## src/design/variable_record_ring_buffer_assert.svh

```systemverilog
// Assertion macros for the record ring buffer.
// Used by the top level; expects a clock named clk and a reset named rst.
`ifndef VARIABLE_RECORD_RING_BUFFER_ASSERT_SVH
`define VARIABLE_RECORD_RING_BUFFER_ASSERT_SVH

// Flag any cycle on which cond holds outside reset.
`define VRRB_NEVER(label, cond, msg) \
  label: assert property (@(posedge clk) disable iff (rst) !(cond)) else $error(msg);

// Flag a cycle on which a holds and b does not.
`define VRRB_IMPLIES(label, a, b, msg) \
  label: assert property (@(posedge clk) disable iff (rst) (a) |-> (b)) else $error(msg);

`endif

```

## src/design/vrrb_pkg.sv

```systemverilog
// Shared types, codes and constants of the record ring buffer.
// No dependencies; used by every module of the block.
`default_nettype none

package vrrb_pkg;

  localparam int STORE_BYTES = 4096;
  localparam int HDR_BYTES   = 8;
  localparam int ADDR_W      = $clog2(STORE_BYTES);
  localparam int PTR_W       = 13;
  localparam int TAG_N       = (HDR_BYTES - 2 > 4) ? 4 : HDR_BYTES - 2;
  localparam int RD_N        = 2 + TAG_N;
  localparam int RD_IDX_W    = $clog2(RD_N);
  localparam int CNT_W       = $clog2(HDR_BYTES + 1);
  localparam int MIN_SIZE    = 16;

  localparam logic [1:0] K_PROD_HDR  = 2'd0;
  localparam logic [1:0] K_PROD_DATA = 2'd1;
  localparam logic [1:0] K_CONS_HDR  = 2'd2;
  localparam logic [1:0] K_CONS_DATA = 2'd3;

  localparam logic [1:0] ST_OK    = 2'd0;
  localparam logic [1:0] ST_SPACE = 2'd1;
  localparam logic [1:0] ST_EMPTY = 2'd2;
  localparam logic [1:0] ST_SEQ   = 2'd3;

  typedef struct packed {
    logic [1:0]  kind;
    logic [12:0] package_size;
    logic [31:0] tag;
    logic [7:0]  data_byte;
  } item_t;

  typedef struct packed {
    logic [1:0]  status;
    logic [12:0] record_size;
    logic [31:0] record_tag;
    logic [7:0]  read_byte;
    logic        last_byte;
  } result_t;

  // Front-to-back handshake of one queued item.
  typedef struct packed {
    logic  valid;
    item_t item;
  } queued_t;

  // Byte idx of a stored header: size low, size high, tag bytes, zero pad.
  function automatic logic [7:0] hdr_byte(input logic [12:0] size,
                                          input logic [31:0] tag,
                                          input logic [CNT_W-1:0] idx);
    logic [7:0] v;
    v = 8'd0;
    if (idx == CNT_W'(0)) v = size[7:0];
    else if (idx == CNT_W'(1)) v = {3'd0, size[12:8]};
    else begin
      for (int i = 0; i < TAG_N; i++) begin
        if (idx == CNT_W'(2 + i)) v = tag[8*i +: 8];
      end
    end
    return v;
  endfunction

endpackage

`default_nettype wire

```

## src/design/vrrb_front.sv

```systemverilog
// Front of the record ring buffer: a four-deep queue of accepted items.
// Depends on vrrb_pkg.
`default_nettype none

module vrrb_front (
  input  wire logic            clk,
  input  wire logic            rst,
  input  wire logic            push,
  input  wire vrrb_pkg::item_t item,
  output logic                 full,
  output vrrb_pkg::queued_t    head_item,
  input  wire logic            take
);

  localparam int DEPTH = 4;
  localparam int IDX_W = $clog2(DEPTH);

  vrrb_pkg::item_t entries [DEPTH];
  logic [IDX_W-1:0] wr_ptr;
  logic [IDX_W-1:0] rd_ptr;
  logic [IDX_W:0]   count;
  logic             do_push;
  logic             do_take;

  assign full    = (count == (IDX_W+1)'(DEPTH));
  assign do_push = push && !full;
  assign do_take = take && (count != '0);

  assign head_item.valid = (count != '0);
  assign head_item.item  = entries[rd_ptr];

  // Store an accepted beat.
  always_ff @(posedge clk) begin
    if (do_push) begin
      entries[wr_ptr] <= item;
    end
  end

  // Advance pointers and occupancy.
  always_ff @(posedge clk) begin
    if (rst) begin
      wr_ptr <= '0;
      rd_ptr <= '0;
      count  <= '0;
    end else begin
      if (do_push) wr_ptr <= wr_ptr + 1'b1;
      if (do_take) rd_ptr <= rd_ptr + 1'b1;
      unique case ({do_push, do_take})
        2'b10:   count <= count + 1'b1;
        2'b01:   count <= count - 1'b1;
        default: count <= count;
      endcase
    end
  end

endmodule

`default_nettype wire

```

## config.mk

```make
export PLATFORM = sky130hd
export DESIGN_NAME = vrrb_front
export DESIGN_NICKNAME = d
export VERILOG_FILES = /design/src/design/variable_record_ring_buffer_assert.svh /design/src/design/vrrb_pkg.sv /design/src/design/vrrb_front.sv
export SDC_FILE = /design/constraint.sdc
export NUM_CORES = 1
export LEC_CHECK = 0
export ABC_AREA = 1
export BUFFER_PORTS_ARGS = -buffer_cell sky130_fd_sc_hd__buf_2
export CAP_MARGIN = 20
export CORE_ASPECT_RATIO = 2
export CORE_MARGIN = 3
export CORE_UTILIZATION = 45
export CTS_CLUSTER_DIAMETER = 100
export CTS_CLUSTER_SIZE = 8
export DETAILED_ROUTE_END_ITERATION = 8
export SETUP_SLACK_MARGIN = 0.3
export SLEW_MARGIN = 30
export SYNTH_ARGS = -nofsm -noshare
export SYNTH_HDL_FRONTEND = slang
export SYNTH_SLANG_ARGS = --single-unit
```

## constraint.sdc

```tcl
create_clock -name clk -period 4.3 [get_ports clk]
set_input_delay 0.86 -clock clk [delete_from_list [all_inputs] [get_ports clk]]
set_output_delay 0.86 -clock clk [all_outputs]
set_load 0.05 [all_outputs]
```

---- Word-level counts from Yosys, hierarchy flattened ----
Memories as Yosys holds them, arrays and structs flattened. A register that Yosys moved wholly into a read port is not among the register bits.
Index checks and enable logic that the tools add are counted.
storage, ports and cells
  bits of input ports ..................... 59
  memories kept ........................... 1
  RAM bits ................................ 220
  bits in registers ....................... 7
memory list
  name     depth  width  rd ports  clocked after memory_dff  wr ports  RTL line          text
  entries  4      55     1         1                         1         vrrb_front.sv:18  vrrb_pkg::item_t entries [DEPTH];
operators by class
  reduce and logical (&&, ||, !) cells .... 5
  eq/ne operators ......................... 3
  $add $sub $neg .......................... 4
  mux-type cells .......................... 5
operator list
  operator             count
  $pmux 3 s2           1
  $add 2x1->2 const B  2
  $mux 2               2
  $add 3x1->3 const B  1
  $eq 3x3->1 const B   1
  $reduce_bool 3->1    1
  $sub 3x1->3 const B  1
  $eq 2x1->1 const B   1
  $eq 2x2->1 const B   1
  $logic_and 1x1->1    2
  $mux 1               2
  $reduce_bool 2->1    1
  $logic_not 1->1      1

---- Logic depth before layout (Yosys ltp) ----
  word-level depth ........................ 5
  gate-level depth with buffers ........... 13
  depth with buffers taken out ............ 13

---- Least setup slack after synthesis ----
No wires, ideal clock.
  path kind ............................... input-to-reg
  from .................................... input push
  to ...................................... memory entries[0][0] in the netlist's numbering (enable)
  required time ........................... 3832 ps
  setup slack ............................. 518 ps
  setup time .............................. 468 ps
  arrival time ............................ 3314 ps
  stages on the path ...................... 2
  path through ............................ nand2_1 > nor2_1
between the ends
  word-level cells in the longest chain between the ends .. 3
RTL lines
  what                          RTL line          text
  from (decl)                   vrrb_front.sv:8   input wire logic push,
  $logic_and 1x1->1             vrrb_front.sv:26  assign do_push = push && !full;
  $mux 1                        vrrb_front.sv:34  if (do_push) begin
  $mux 1 (not written as such)  vrrb_front.sv:35  entries[wr_ptr] <= item;
  to (decl)                     vrrb_front.sv:18
Every way passes these cells.

==> metrics <==
status complete, no violations; Util after Layout 55.3%; min Tclk post-route 3.48 ns; syn avg cell area 14.4 um^2; Vias 5279; Worst R2R End entries[3][9]; root buffer selected by CTS clkbuf_16; H-tree levels 2; clock-pin transition on the worst setup and hold timing paths 0.05 ns; combinational share of power 28.7%; Mapped Nets 666; dominant synthesized flop cell edfxtp_1; Clk pwr share 33.0%; Area contributors post-synth edfxtp_1, nor2_1, o22ai_1; Area Overhead vs Synth 20.6%; num ports 116; post-synth top area share 76.5%; die width 104 um; FFs w/ async S/R, synth 0%; total gr overflow 0; # resized after CTS 0; Max VDD drop 0.437 mV; busiest grt layer met2; Setup Viol. Count Final 0; crit-path max FO 58; switching pwr 2.57 mW; drt wl/cell 18.7 um; relative slew slack 47.1%; WHS 0.498 ns; Mapped Cells 601; nets@finish 791; Syn. warnings 0; register share of total power 38.3%; cell area after synthesis 8630 um^2; Seq cells post-synth 229; All-Layer GR Usage 17.8%; RSZ-0062 raised after global routing no; final max-slew violation count 0; most numerous cell in the Yosys netlist edfxtp_1; area of the core 18800 um^2; Crit. End Element output pin; Die Area 21000 um^2; violation count after the first detailed-route iteration 305; Min-Delay Path Class register to register; setup total negative slack 0 ns; Final HPWL DP 10500 um; register area share after synthesis 78.6%; routability cong. 0.756; met2 usage 33.7%; Least-Margin Pin Slew 0.792 ns; n_diodes 0; max cap viols 0; library cells used by synthesis 17; critical path class register to output pin; Final Power 7.20 mW; CTS buffer count 34; # hold bufs at CTS 0; type of origin of the critical path register; Port Buf Inserts 115; Post-synth EDFFs 220; # rows 71; drt first pass iters 5; Post-synth top cells edfxtp_1, nor2_1, o21ai_0; Cells on Worst Hold Path 2; initial antenna violation count 2; Starting Density 45.8%; f_max 287 MHz; DRC violations left 0; cells on worst reg2reg path 5; Leak 3.70 nW; clock skew 0.00693 ns; Sink Count 229; DRT antenna net count 0; pin count of the biggest net entering global routing 98; Vias/cell 5.32; CTS tree built; leading area contributor after synthesis edfxtp_1; layout cells sized above 1 23.0%; Internal 4.63 mW; Clock Latency Late Sink 0.49 ns; R2R setup slack 2.04 ns; final hold violations 0; final wirelength 18600 um; met1 GRT Util 18.5%; register area 6790 um^2; PwrDens 692 nW/um^2; fillers 1608; CTS max path bufs 3; reg-to-reg startpoint count[1]; vias in the first global route 5711; Post-CTS Setup Repair Bufs 0; first-pass GRT wire length 29400 um; WP data arrival 2.62 ns; Tcrit/Tclk final 80.9%; Req. time, crit path 3.44 ns; area occupied by multi-input gates 1570 um^2; Worst Min Path Start rd_ptr[1]; met3 Use GR 3.58%; switching share of power 35.7%; Die Ht 202 um
[metal layers]
metal | wire length, um | share of wire (%)
met1 | 6640 | 36
met2 | 10400 | 56
met3 | 911 | 4.9
met4 | 601 | 3.2
met5 | 14 | 0.075
[critical path, cell delays in order, from the launching register on]
cell	delay, ns
dfxtp_4	0.71
buf_4	0.57
o21ai_0	0.21
o22ai_1	0.29
buf_2	0.32
[metrics by stage]
stage / cells / setup WS [ns] / instance area (um^2)
finish: 993 / 0.821 / 10400
detailed placement: 945 / 1.24 / 9440
CTS: 993 / 0.717 / 10400
floorplan: 601 / 0.518 / 8630
global route: 993 / 0.645 / 10400
global placement: 945 / 1.30 / 9440
[power by group through the flow]
stage / Sequential (mW) / Combinational [mW] / Clock (mW)
after floorplan: 2.75 / 1.64 / 0
after global placement: 2.79 / 2.06 / 0
after detailed placement: 2.80 / 2.09 / 0
after CTS: 2.76 / 2.10 / 2.43
after global routing: 2.77 / 2.21 / 2.53
final: 2.76 / 2.07 / 2.37
[cell usage in the layout, fill, tap and decap left out, types with 3 or more instances in the layout]
cell and count:
a21oi_1 5, buf_12 3, buf_2 115, buf_4 6, clkbuf_1 10, clkbuf_16 37, dfxtp_1 7, edfxtp_1 220
ha_1 5, inv_1 17, nand2_1 15, nand3_1 5, nor2_1 116, nor2_4 4, o21ai_0 67, o21ai_1 45
o22ai_1 55
[final cells by class]
cell class | instances | share of cell area (%)
clock buffers | 47 | 9.25
inverters | 19 | 0.733
flip-flops and latches | 229 | 65.2
clock inverters | 1 | 0.0481
multi-input cells | 318 | 15.1
repair buffers | 124 | 6.54
well taps | 255 | 3.06
[state kept, by name, summed over array words and instances, names as in the netlist, named ones only]
signal	cells
entries	220
count	3
rd_ptr	2
wr_ptr	2
[cell families (layout without fill, tap and decap cells)]
| family | after synthesis | count (layout) | share of synthesized area, % |
|---|---|---|---|
| AO/OA/AOI/OAI | 172 | 172 | 10.8 |
| buffers and inverters | 54 | 191 | 3.49 |
| flip-flops | 229 | 229 | 78.6 |
| adder cells (fa/ha/maj) | 6 | 6 | 0.957 |
| AND/OR/NAND/NOR | 140 | 140 | 6.16 |
[worst max-delay path by stage]
stage	startpoint	endpoint	slack (ns)	cells after the start
3_3_place_gp	register	head_item[2]	1.30	5
4_1_cts	register	head_item[0]	0.72	5
3_5_place_dp	register	head_item[0]	1.24	5
5_1_grt	register	head_item[46]	0.65	4
2_1_floorplan	push	entries[0][0]	0.52	2
6_report	register	head_item[46]	0.82	4
No activity file was read; power rests on OpenSTA's default activity.
